`src/rtl/core/elcwa_pkg.sv`:
```
// shared types and codes for the endpoint learning cache
`default_nettype none

package elcwa_pkg;

    // request types
    localparam logic [1:0] REQ_LOOKUP = 2'd0;
    localparam logic [1:0] REQ_LEARN  = 2'd1;
    localparam logic [1:0] REQ_TICK   = 2'd2;

    // key kinds
    localparam logic [1:0] KIND_IPV4  = 2'd0;
    localparam logic [1:0] KIND_IPV6  = 2'd1;
    localparam logic [1:0] KIND_MAC   = 2'd2;
    localparam logic [1:0] KIND_BAD   = 2'd3;

    // result status codes
    localparam logic [1:0] ST_HIT     = 2'd0;
    localparam logic [1:0] ST_MISS    = 2'd1;
    localparam logic [1:0] ST_LEARNED = 2'd2;
    localparam logic [1:0] ST_FULL    = 2'd3;

    localparam logic [15:0] LIFETIME_RESET = 16'd60;

    // one table entry as it travels round the ring
    typedef struct packed {
        logic        valid;
        logic [1:0]  kind;
        logic [63:0] key_high;
        logic [63:0] key_low;
        logic [7:0]  endpoint;
        logic [15:0] ttl;
    } t_entry;

    // controls from the sequencer to the head cell
    typedef struct packed {
        logic        search;
        logic        tick;
        logic        insert_here;
        logic [1:0]  kind;
        logic [63:0] key_high;
        logic [63:0] key_low;
        logic [7:0]  endpoint;
        logic [15:0] lifetime;
        logic [7:0]  elapsed;
    } t_head_ctl;

    // what the head cell saw in the entry passing through it
    typedef struct packed {
        logic       matched;
        logic       is_free;
        logic       aged_out;
        logic [7:0] endpoint;
    } t_head_stat;

endpackage

`default_nettype wire

```
`src/rtl/core/elcwa_head.sv`:
```
// head cell: match, refresh, age and insert on the entry passing the ring head
`default_nettype none

module elcwa_head (
    input  wire elcwa_pkg::t_entry    i_entry,
    input  wire elcwa_pkg::t_head_ctl i_ctl,
    output elcwa_pkg::t_entry         o_entry,
    output elcwa_pkg::t_head_stat     o_stat
);

    logic w_match;
    logic w_aged;

    assign w_match = i_ctl.search && i_entry.valid && (i_entry.kind == i_ctl.kind) &&
                     (i_entry.key_high == i_ctl.key_high) &&
                     (i_entry.key_low == i_ctl.key_low);
    assign w_aged  = i_ctl.tick && i_entry.valid && ({8'd0, i_ctl.elapsed} >= i_entry.ttl);

    always_comb begin
        o_entry = i_entry;
        if (i_ctl.tick && i_entry.valid) begin
            if (w_aged) begin
                o_entry.valid = 1'b0;
            end else begin
                o_entry.ttl = i_entry.ttl - {8'd0, i_ctl.elapsed};
            end
        end
        if (w_match) begin
            o_entry.ttl = i_ctl.lifetime;
        end
        if (i_ctl.insert_here) begin
            o_entry.valid    = 1'b1;
            o_entry.kind     = i_ctl.kind;
            o_entry.key_high = i_ctl.key_high;
            o_entry.key_low  = i_ctl.key_low;
            o_entry.endpoint = i_ctl.endpoint;
            o_entry.ttl      = i_ctl.lifetime;
        end
    end

    assign o_stat.matched  = w_match;
    assign o_stat.is_free  = !i_entry.valid;
    assign o_stat.aged_out = w_aged;
    assign o_stat.endpoint = i_entry.endpoint;

endmodule

`default_nettype wire

```
`config.mk`:
```
export PLATFORM = sky130hd
export DESIGN_NAME = elcwa_head
export DESIGN_NICKNAME = d
export VERILOG_FILES = /design/src/rtl/core/elcwa_pkg.sv /design/src/rtl/core/elcwa_head.sv
export SDC_FILE = /design/constraint.sdc
export NUM_CORES = 1
export LEC_CHECK = 0
export BUFFER_PORTS_ARGS = -buffer_cell sky130_fd_sc_hd__buf_2
export CAP_MARGIN = 20
export CORE_AREA = 2 2 186 188
export DETAILED_ROUTE_END_ITERATION = 7
export DIE_AREA = 0 0 188 190
export PLACE_DENSITY = 0.44
export SETUP_SLACK_MARGIN = 0.02
export SYNTH_ARGS = -nofsm -noshare
export SYNTH_HDL_FRONTEND = slang
export SYNTH_SLANG_ARGS = --single-unit
export TNS_END_PERCENT = 50
```
`constraint.sdc`:
```
create_clock -name vclk -period 3.05
set_input_delay 0.1525 -clock vclk [all_inputs]
set_output_delay 0.1525 -clock vclk [all_outputs]
set_load 0.05 [all_outputs]
```
* Word-level counts from Yosys, hierarchy flattened
Cells that the tools add are included.
** Word-level totals
- Output and inout port bits :: 166
- Input bits :: 320
- Logic and storage cells :: 18
- Bits in registers :: 0
** Operators by class
- Muxes and demuxes :: 6
- Equality and inequality tests :: 3
- $lt $le $gt $ge :: 1
- Add/sub/neg operators :: 1
- Reductions and logical operators :: 7
** Operators with widths (count)
- $mux W155 :: 1
- $eq A64 B64 Y1 :: 2
- $mux W16 :: 3
- $ge A8 B16 Y1 :: 1
- $sub A16 B8 Y16 :: 1
- $logic_and A1 B1 Y1 :: 6
- $eq A2 B2 Y1 :: 1
- $mux W1 :: 2
- $logic_not A1 Y1 :: 1

* Logic depth before layout (Yosys ltp)
- Depth in word-level cells :: 6
- Gate-level depth with buffers :: 10
- Depth with buffers taken out :: 9

* Worst setup path before layout
OpenSTA, ideal clock, no wires.
- Kind :: input-to-output
- From :: in i_entry[0] in the netlist's numbering
- To :: out o_entry[11] in the netlist's numbering
- Required time :: 2.897 ns
- Arrival :: 2.561 ns
- Slack :: 0.336 ns
- Buffers on the path :: 1
- Cell stages on the path :: 10
- Cells stage by stage :: inv_1 ha_1 fa_1 nor2b_1 o21bai_1 a21oi_1 a21o_1 buf_2 a41oi_1 a32oi_1
** RTL lines
- start, declared :: RTL line elcwa_head.sv:5 : input wire elcwa_pkg::t_entry i_entry,
- end, declared :: RTL line elcwa_head.sv:7 : output elcwa_pkg::t_entry o_entry,

==> results.ini <==
[sta]
finalMaxSlewViolations = 0
fin_crit_sh_pct = 92.0
rsz0062_at_grt = true
hold_ws_ns = 0.605
period_minus_slack_ns = 2.81
final-hold-violation-count = 0
setup_ws_ns = 0.243
fmax_ghz = 0.356
worst_pin_slew_ns = 0.884
finalSetupViolCount = 0
relSlewSlack_pct = 41.1

[floorplanning]
boundaryPins = 486
fp.dieH_um = 190
fp.dieW_um = 188
fp-row-count = 68
dieArea_um2 = 35700
core_um2 = 33900
start_util_pct = 13.7

[place]
gp_congestion = 0.889
place_area_um2 = 7670
dp_hpwl_um = 27400
pre_cts_ws_ns = -0.172
placed_cells = 1508
io_buffers = 486

[layout]
regArea_um2 = 0
seq_cell_count = 0
instances_no_fill = 1513
num-fill-cells = 3954
num-nets-final = 1386
drive_above_1_share_pct = 62.9
syn_to_final_growth_pct = 65.7
clock_buffer_count = 0
fin_area_um2 = 7710
multiInputGateArea_um2 = 4370

[synth]
syn_area_per_cell_um2 = 7.99
synthTopCellsByCount = mux2_2, nor2b_1, xor2_1
synthesis.area_um2 = 4650
synthTopCellsByArea = mux2_2, xor2_1, nor2b_1, nor4_1, xnor2_1
ys.warnings.count = 0
synth.largest_area_cell = mux2_2
synth_top_area_share_pct = 33.6
synth_seq_area_share_pct = 0
yosysMostFrequentCell = mux2_2
synthCells = 582
ys_types = 59
synth_nets = 911

[route]
vias = 6345
dr.pass1.iters = 4
drtIter0Drc = 168
detail-route-antenna-nets = 0
vias_per_cell = 4.19
drc = 0
wl_per_cell_um = 19.9
routed_wl_um = 30100

[global_route]
grt-ovfl-total = 0
grt_pass1_vias = 6263
grt_antenna_before_repair = 9
track_usage_pct = 15.5
grt_pass1_wl_um = 41500
grt_start_max_net_pins = 86

[critical_path]
cp.depth = 10
cp-end-kind = output pin
crit_type = in2out
crit_buf_inv = 4
startpoint_type = input port
arrival_ns = 2.65
path_max_fanout = 13
critPathRequiredTime_ns = 2.90
cp-startpoint = i_ctl[133]
crit_chain = buf_2 -> nor2b_1 -> a2111oi_0 -> buf_4 -> nand4_1 -> nor4_4 -> a41oi_4 -> buf_12 -> mux2_4 -> buf_2
crit_top_cell = buf_2
crit_path_top_delay_cell = a2111oi_0
cpPeakStageDelay_ns = 0.50
worstSetupEndpoint = o_entry[10]
crit_family = buffers and inverters

[min_path]
hold_path.class = in2out
whs_path_depth = 2

[power]
internal-power_w = 0.000594
p_comb_share_pct = 100.0
peakVddDrop_uv = 115
power_w = 0.00177
switching_share_pct = 66.4
power_density_nw_per_um2 = 229
clockPowerShare_pct = 0
leakage_nw = 3.77
pwr-share-seq_pct = 0
p_switching_w = 0.00117

[outcome]
status = finished clean

[clock_network]
cts_hold_buf = 0

[run]
maxCapViolations = 0

==> worst min path at each step <==
stage                startpoint   endpoint
CTS                 i_entry[19]  o_stat[3]
global placement    i_entry[21]  o_stat[5]
floorplan           i_entry[16]  o_stat[0]
global route        i_entry[22]  o_stat[6]
finish              i_entry[19]  o_stat[3]
detailed placement  i_entry[22]  o_stat[6]
==> placed cells by master (no fill, tap or decap), types with 8 or more instances in the layout <==
cell,netlist,routed
xnor2_1,17,17
mux2_2,139,139
o21ai_0,11,11
nand2_1,18,18
nor2b_1,68,68
xor2_1,67,67
nor4_1,38,37
nand2b_1,11,11
ha_1,8,8
inv_1,37,37
buf_4,10,14
mux2_4,9,9
nor2_1,17,17
nand4_1,15,15
buf_2,1,484
==> metal layers <==
metal | vias up | global-route usage, % | part of all wire, %
met1 | 2915 | 17.1 | 38
met3 | 34 | 4.08 | 7.9
met4 | 14 | 2.70 | 2.0
li1 | 3098 | - | -
met5 | - | 0 | 0.27
met2 | 284 | 30.0 | 52
==> logic make-up (layout without fill, tap and decap cells) <==
| group | count (synthesis) | in the layout | synth area share (%) |
|---|---|---|---|
| buffers and inverters | 67 | 540 | 6.40 |
| multiplexers | 151 | 151 | 37.2 |
| other | 0 | 3 | 0 |
| AND/OR/NAND/NOR | 205 | 205 | 27.1 |
| AO/OA/AOI/OAI | 66 | 66 | 10.9 |
| XOR/XNOR | 84 | 84 | 15.8 |
| adder cells (fa/ha/maj) | 9 | 9 | 2.58 |
==> power groups by stage <==
stage | Sequential (W) | Combinational (W) | Clock [W]
6_report | 0 | 0.00177 | 0.000000000132
5_1_grt | 0 | 0.00187 | 0
4_1_cts | 0 | 0.00179 | 0
3_5_place_dp | 0 | 0.00177 | 0
3_3_place_gp | 0 | 0.00177 | 0
2_1_floorplan | 0 | 0.00115 | 0
==> layout make-up <==
| cell class | instances | area share [%] |
|---|---|---|
| Inverter | 37 | 1.80 |
| Tap cell | 455 | 7.39 |
| Antenna cell | 3 | 0.0974 |
| Timing Repair Buffer | 503 | 34.0 |
| Multi-Input combinational cell | 515 | 56.7 |
==> through the flow <==
step / TNS, ns / util [%]
detailed placement: -0.319 / 22.6
CTS: 0 / 22.7
global placement: -0.809 / 22.6
finish: 0 / 22.7
global route: 0 / 22.7
floorplan: 0 / -
==> timing repair <==
| item | 4_1_cts | 5_1_grt |
|---|---|---|
| resized for setup | 5 | 1 |
| pin swaps | 1 | 0 |
| buffers inserted | 2 | 0 |
| endpoints found under the hold margin | 0 | 0 |
| setup endpoints to repair | 16 | 2 |
(Power assumes the default switching activity.)
