File: src/rtl/core/elcwa_pkg.sv
// shared types and codes for the endpoint learning cache
`default_nettype none

package elcwa_pkg;

    // request types
    localparam logic [1:0] REQ_LOOKUP = 2'd0;
    localparam logic [1:0] REQ_LEARN  = 2'd1;
    localparam logic [1:0] REQ_TICK   = 2'd2;

    // key kinds
    localparam logic [1:0] KIND_IPV4  = 2'd0;
    localparam logic [1:0] KIND_IPV6  = 2'd1;
    localparam logic [1:0] KIND_MAC   = 2'd2;
    localparam logic [1:0] KIND_BAD   = 2'd3;

    // result status codes
    localparam logic [1:0] ST_HIT     = 2'd0;
    localparam logic [1:0] ST_MISS    = 2'd1;
    localparam logic [1:0] ST_LEARNED = 2'd2;
    localparam logic [1:0] ST_FULL    = 2'd3;

    localparam logic [15:0] LIFETIME_RESET = 16'd60;

    // one table entry as it travels round the ring
    typedef struct packed {
        logic        valid;
        logic [1:0]  kind;
        logic [63:0] key_high;
        logic [63:0] key_low;
        logic [7:0]  endpoint;
        logic [15:0] ttl;
    } t_entry;

    // controls from the sequencer to the head cell
    typedef struct packed {
        logic        search;
        logic        tick;
        logic        insert_here;
        logic [1:0]  kind;
        logic [63:0] key_high;
        logic [63:0] key_low;
        logic [7:0]  endpoint;
        logic [15:0] lifetime;
        logic [7:0]  elapsed;
    } t_head_ctl;

    // what the head cell saw in the entry passing through it
    typedef struct packed {
        logic       matched;
        logic       is_free;
        logic       aged_out;
        logic [7:0] endpoint;
    } t_head_stat;

endpackage

`default_nettype wire

File: src/rtl/core/elcwa_cell.sv
// one storage cell of the entry ring
`default_nettype none

module elcwa_cell (
    input  wire logic              i_clk,
    input  wire logic              i_rst_n,
    input  wire logic              i_shift,
    input  wire elcwa_pkg::t_entry i_d,
    output elcwa_pkg::t_entry      o_q
);

    logic              r_valid;
    elcwa_pkg::t_entry r_body;

    // only the valid flag is reset, the rest is written before it counts
    always_ff @(posedge i_clk) begin
        if (!i_rst_n) begin
            r_valid <= 1'b0;
        end else if (i_shift) begin
            r_valid <= i_d.valid;
        end
    end

    always_ff @(posedge i_clk) begin
        if (i_shift) begin
            r_body <= i_d;
        end
    end

    always_comb begin
        o_q       = r_body;
        o_q.valid = r_valid;
    end

endmodule

`default_nettype wire

File: config.mk
export PLATFORM = sky130hd
export DESIGN_NAME = elcwa_cell
export DESIGN_NICKNAME = d
export VERILOG_FILES = /design/src/rtl/core/elcwa_pkg.sv /design/src/rtl/core/elcwa_cell.sv
export SDC_FILE = /design/constraint.sdc
export NUM_CORES = 1
export LEC_CHECK = 0
export ABC_AREA = 1
export BUFFER_PORTS_ARGS = -buffer_cell sky130_fd_sc_hd__buf_2
export CAP_MARGIN = 5
export CELL_PAD_IN_SITES_DETAIL_PLACEMENT = 1
export CELL_PAD_IN_SITES_GLOBAL_PLACEMENT = 2
export CORE_UTILIZATION = 24
export CTS_CLUSTER_DIAMETER = 120
export DETAILED_ROUTE_END_ITERATION = 8
export GPL_TIMING_DRIVEN = 0
export HOLD_SLACK_MARGIN = 0.08
export PLACE_DENSITY_LB_ADDON = 0.1
export REMOVE_ABC_BUFFERS = 1
export SYNTH_ARGS = -nofsm -noshare
export SYNTH_HDL_FRONTEND = slang
export SYNTH_SLANG_ARGS = --single-unit
File: constraint.sdc
create_clock -name i_clk -period 0.8 [get_ports i_clk]
set_input_delay 0.16 -clock i_clk [delete_from_list [all_inputs] [get_ports i_clk]]
set_output_delay 0.16 -clock i_clk [all_outputs]
set_load 0.01 [all_outputs]
==> flow_summary.yaml, run 1 <==
floorplan:
  row_count: 50
  ios: 313
  die_w_um: 142
  start_util_pct: 24.7
  die_h_um: 142
synthesis:
  yosysTopAreaCell: "edfxtp_1"
  ys_seq_area_share_pct: 99.4
  yosys_register_bits: 155
  yosys_warnings: 0
  netlist_area_um2: 4670
  yosysUniqueCellTypes: 7
  synth.area.top_cells: "edfxtp_1 99%, dfxtp_1 0.43%, buf_4 0.16%"
  synth_top_area_share_pct: 99.0
  postSynthCellCount: 161
  syn_avg_cell_area_um2: 29.0
place:
  io_buffer_count: 312
  gp_congestion: 0.712
  dp_hpwl_um: 9050
  dp_worst_setup_slack_ps: -701
clock_network:
  root_buffer: "clkbuf_16"
  numCtsBuffers: 17
  cts_sinks: 155
  cts_resized: 6
  htreeDepth: 4
  cts_buffer_depth: 2
  post_cts_buffers: 0
  hold_buffers: 154
status:
  haltStage: "clock tree synthesis (4_1_cts)"
  status: "did not finish"
  error_line: "[ERROR RSZ-0060] Max buffer count reached."
cells in the mapped netlist, drive strengths merged:
library cell	number
inv	1
nor2	2
buf	1
nand2	2
dfxtp	1
edfxtp	154
stage by stage:
step | cells | instance area [um^2]
floorplan | 160 | 4670
detailed placement | 733 | 6590
global placement | 732 | 6550
kinds of logic after synthesis:
family / after synthesis / synth area share (%)
flops: 155 / 99.4
buf+inv: 2 / 0.241
simple gates: 4 / 0.375
==> inputs of run 2 (changes only) <==
--- a/config.mk
+++ b/config.mk
@@ -8,14 +8,10 @@
 export ABC_AREA = 1
 export BUFFER_PORTS_ARGS = -buffer_cell sky130_fd_sc_hd__buf_2
 export CAP_MARGIN = 5
-export CELL_PAD_IN_SITES_DETAIL_PLACEMENT = 1
-export CELL_PAD_IN_SITES_GLOBAL_PLACEMENT = 2
-export CORE_UTILIZATION = 24
-export CTS_CLUSTER_DIAMETER = 120
+export CORE_UTILIZATION = 20
 export DETAILED_ROUTE_END_ITERATION = 8
 export GPL_TIMING_DRIVEN = 0
-export HOLD_SLACK_MARGIN = 0.08
-export PLACE_DENSITY_LB_ADDON = 0.1
+export PLACE_DENSITY_LB_ADDON = 0.15
 export REMOVE_ABC_BUFFERS = 1
 export SYNTH_ARGS = -nofsm -noshare
 export SYNTH_HDL_FRONTEND = slang
==> constraint.sdc (replaced) <==
create_clock -name i_clk -period 1 [get_ports i_clk]
set_input_delay 0.2 -clock i_clk [delete_from_list [all_inputs] [get_ports i_clk]]
set_output_delay 0.2 -clock i_clk [all_outputs]
set_load 0.01 [all_outputs]
==> run 2 against run 1 <==
Compared with the run above:
- the flow now finishes, with violations (setup timing)
- synthesized cell count unchanged
- synthesized area is the same
==> flow_summary.yaml, run 2 <==
layout:
  final_common_cell: "buf_2"
  syn2layout_area_growth_pct: 90.0
  final_util_pct: 39.0
  mostFrequentLayoutCells: "306 x buf_2, 155 x dlygate4sd3_1, 154 x edfxtp_1"
  final_layout_size_suffix_gt1_share_pct: 52.0
  multi_input_area_um2: 17.5
  largest_register_ff_count: 154
  n_antenna_cell: 0
  regArea_um2: 4650
  nNetsFinal: 806
  num-fill-cells: 2150
floorplan:
  die_w_um: 155
  ios: 313
  start_util_pct: 20.5
  die_h_um: 155
  dieArea_um2: 24000
  row_count: 55
  core_area_um2: 22800
sta:
  finalCritPeriodShare_pct: 115
  fin_crit_ps: 1150
  finalHoldViolations: 0
  tightest_slew_ps: 401
  finClkSkew_ps: 0
  setup_viol: 155
  relSlewSlack_pct: 73.2
  clock.fmax_ghz: 0.868
  slew_violations: 0
  rsz0062_at_grt: "yes"
  setup_slack_ps: -152
  whs_ps: 112
clock_network:
  cts_sinks: 155
  root_buffer: "clkbuf_16"
  cts_tree: "yes"
  numCtsBuffers: 17
  cts_buffer_depth: 2
  clk_latency_ps: 410
  path_clk_slew_ps: 60
  htreeDepth: 4
global_routing:
  grt-busiest-layer: "met2"
  grt_pass1_wl_um: 19500
  grt_remaining_overflow: 0
  grt_max_degree: 70
  gr-usage-met2_pct: 19.1
  antenna_found_initial: 0
  use_met3_pct: 4.48
  grtUsageMet1_pct: 11.5
  grt_usage_pct: 10.8
  grt_pass1_vias: 3745
drt:
  first_iter_violations: 121
  ant_nets: 0
  drc: 0
  first_pass_iters: 4
  via_count: 3430
  via_per_inst: 3.53
  wl_um: 12900
  routedWlPerCell_um: 13.3
hold_path:
  worstHoldPathCells: 5
  min_to: "r_valid"
  min_path_type: "primary input to flip-flop"
  min-delay-start: "i_d[154]"
power:
  swShare_pct: 21.1
  power.leakage_nw: 3.75
  switchingPower_mw: 3.44
  cellPowerDensity_nw_per_um2: 1830
  p_int_mw: 12.8
  ir_drop_mv: 0.869
  finalPower_mw: 16.3
  pwr-share-seq_pct: 48.1
  pwr-share-comb_pct: 10.8
  power.share.clock_pct: 41.1
critical_path:
  crit_path_start_kind: "flip-flop"
  crit_fanout: 1
  worstSetupEndpointType: "primary output"
  startpoint: "o_q[104]"
  r2r_start: "r_valid"
  r2r_cells: 2
  regToRegEndpoint: "r_valid"
  crit_arrival_ps: 950
  slowest_delay_ps: 380
  crit_required_ps: 800
  cp_top_family: "flip-flops"
  crit_buf_inv: 1
  path_cells: "buf_2"
  worst_path_max_delay_cell: "edfxtp_1"
  reg2reg_slack_ps: 400
  path_class: "flip-flop to primary output"
status:
  violations: "setup timing"
  status: "finished, violations left"
flow_run:
  maxCapViolations: 0
synthesis:
  yosysMostFrequentCell: "edfxtp_1"
  synth.area.top_cells: "edfxtp_1 99%, dfxtp_1 0.43%, buf_4 0.16%"
  synth_edf_count: 154
  yosys_register_bits: 155
  ys_seq_area_share_pct: 99.4
  yosys_warnings: 0
  synth_top_area_share_pct: 99.0
  syn_avg_cell_area_um2: 29.0
  netlist_area_um2: 4670
  postSynthCellCount: 161
  yosysTopAreaCell: "edfxtp_1"
  yosysUniqueCellTypes: 7
  synthTopCellsByCount: "154 x edfxtp_1, 2 x nand2_1"
  synth-async-reset-ratio_pct: 0
  synth_flop_cell: "edfxtp_1"
place:
  io_buffer_count: 312
  gp_congestion: 0.673
  dp_hpwl_um: 8340
  dp_worst_setup_slack_ps: -578
==> run 2: cell counts after synthesis <==
No cell type changed its count.
==> run 2: repair_timing <==
item                                    CTS  global route
endpoints found under the setup margin  244           155
gates cloned                              1             0
setup buffers                             0             0
resized for setup                         4             5
endpoints found under the hold margin   155             0
hold buffers                            155             0
==> run 2: cells by family (layout without fill, tap and decap cells) <==
group | Yosys count | count (layout) | share of synthesized area (%)
buffers and inverters | 2 | 500 | 0.241
DFF | 155 | 155 | 99.4
and+or+nand+nor | 4 | 4 | 0.375
==> run 2: routing by layer <==
metal / up-vias / wire (um)
met5: - / 0
met4: 0 / 181
li1: 1623 / -
met3: 12 / 955
met1: 1616 / 5130
met2: 179 / 6670
==> run 2: worst reg2reg max path, cell delays in order, from the launching register on <==
cell	delay, ps
dfxtp_2	320
nor2_1	120
nor2_2	50
==> run 2: worst max-delay path by stage <==
stage | to | cells after the start | slack, ps
2_1_floorplan | r_valid | 2 | 400
3_3_place_gp | r_valid | 4 | -2240
3_5_place_dp | o_q[10] | 2 | -580
4_1_cts | o_q[69] | 1 | -190
5_1_grt | o_q[104] | 1 | -210
6_report | o_q[104] | 1 | -150
==> run 2: area by class of cell <==
cell class	count	area share, %
Tap cell	313	4.41
Clock buffer	18	4.83
Clock inverter	12	1.94
Sequential cell	155	52.3
Timing Repair Buffer	469	36.3
Inverter	1	0.0423
Multi-Input combinational cell	4	0.197
==> run 2: per-stage QoR <==
stage	instance area [um^2]	TNS, ps	std cells
after floorplan	4670	0	160
after global placement	6620	-337080	785
after detailed placement	6650	-56590	786
after CTS	8850	-22460	972
after global routing	8880	-26390	972
final	8880	-17460	972
==> run 2: power groups by stage <==
stage          sequential [mW]  clock [mW]  combinational [mW]
2_1_floorplan             8.27           0             0.00615
3_3_place_gp              7.99           0                1.24
3_5_place_dp              7.97           0                1.25
4_1_cts                   7.83        6.94                1.76
5_1_grt                   7.89        7.20                1.89
6_report                  7.83        6.69                1.76
Note: power is estimated with default switching activity, not from simulation.
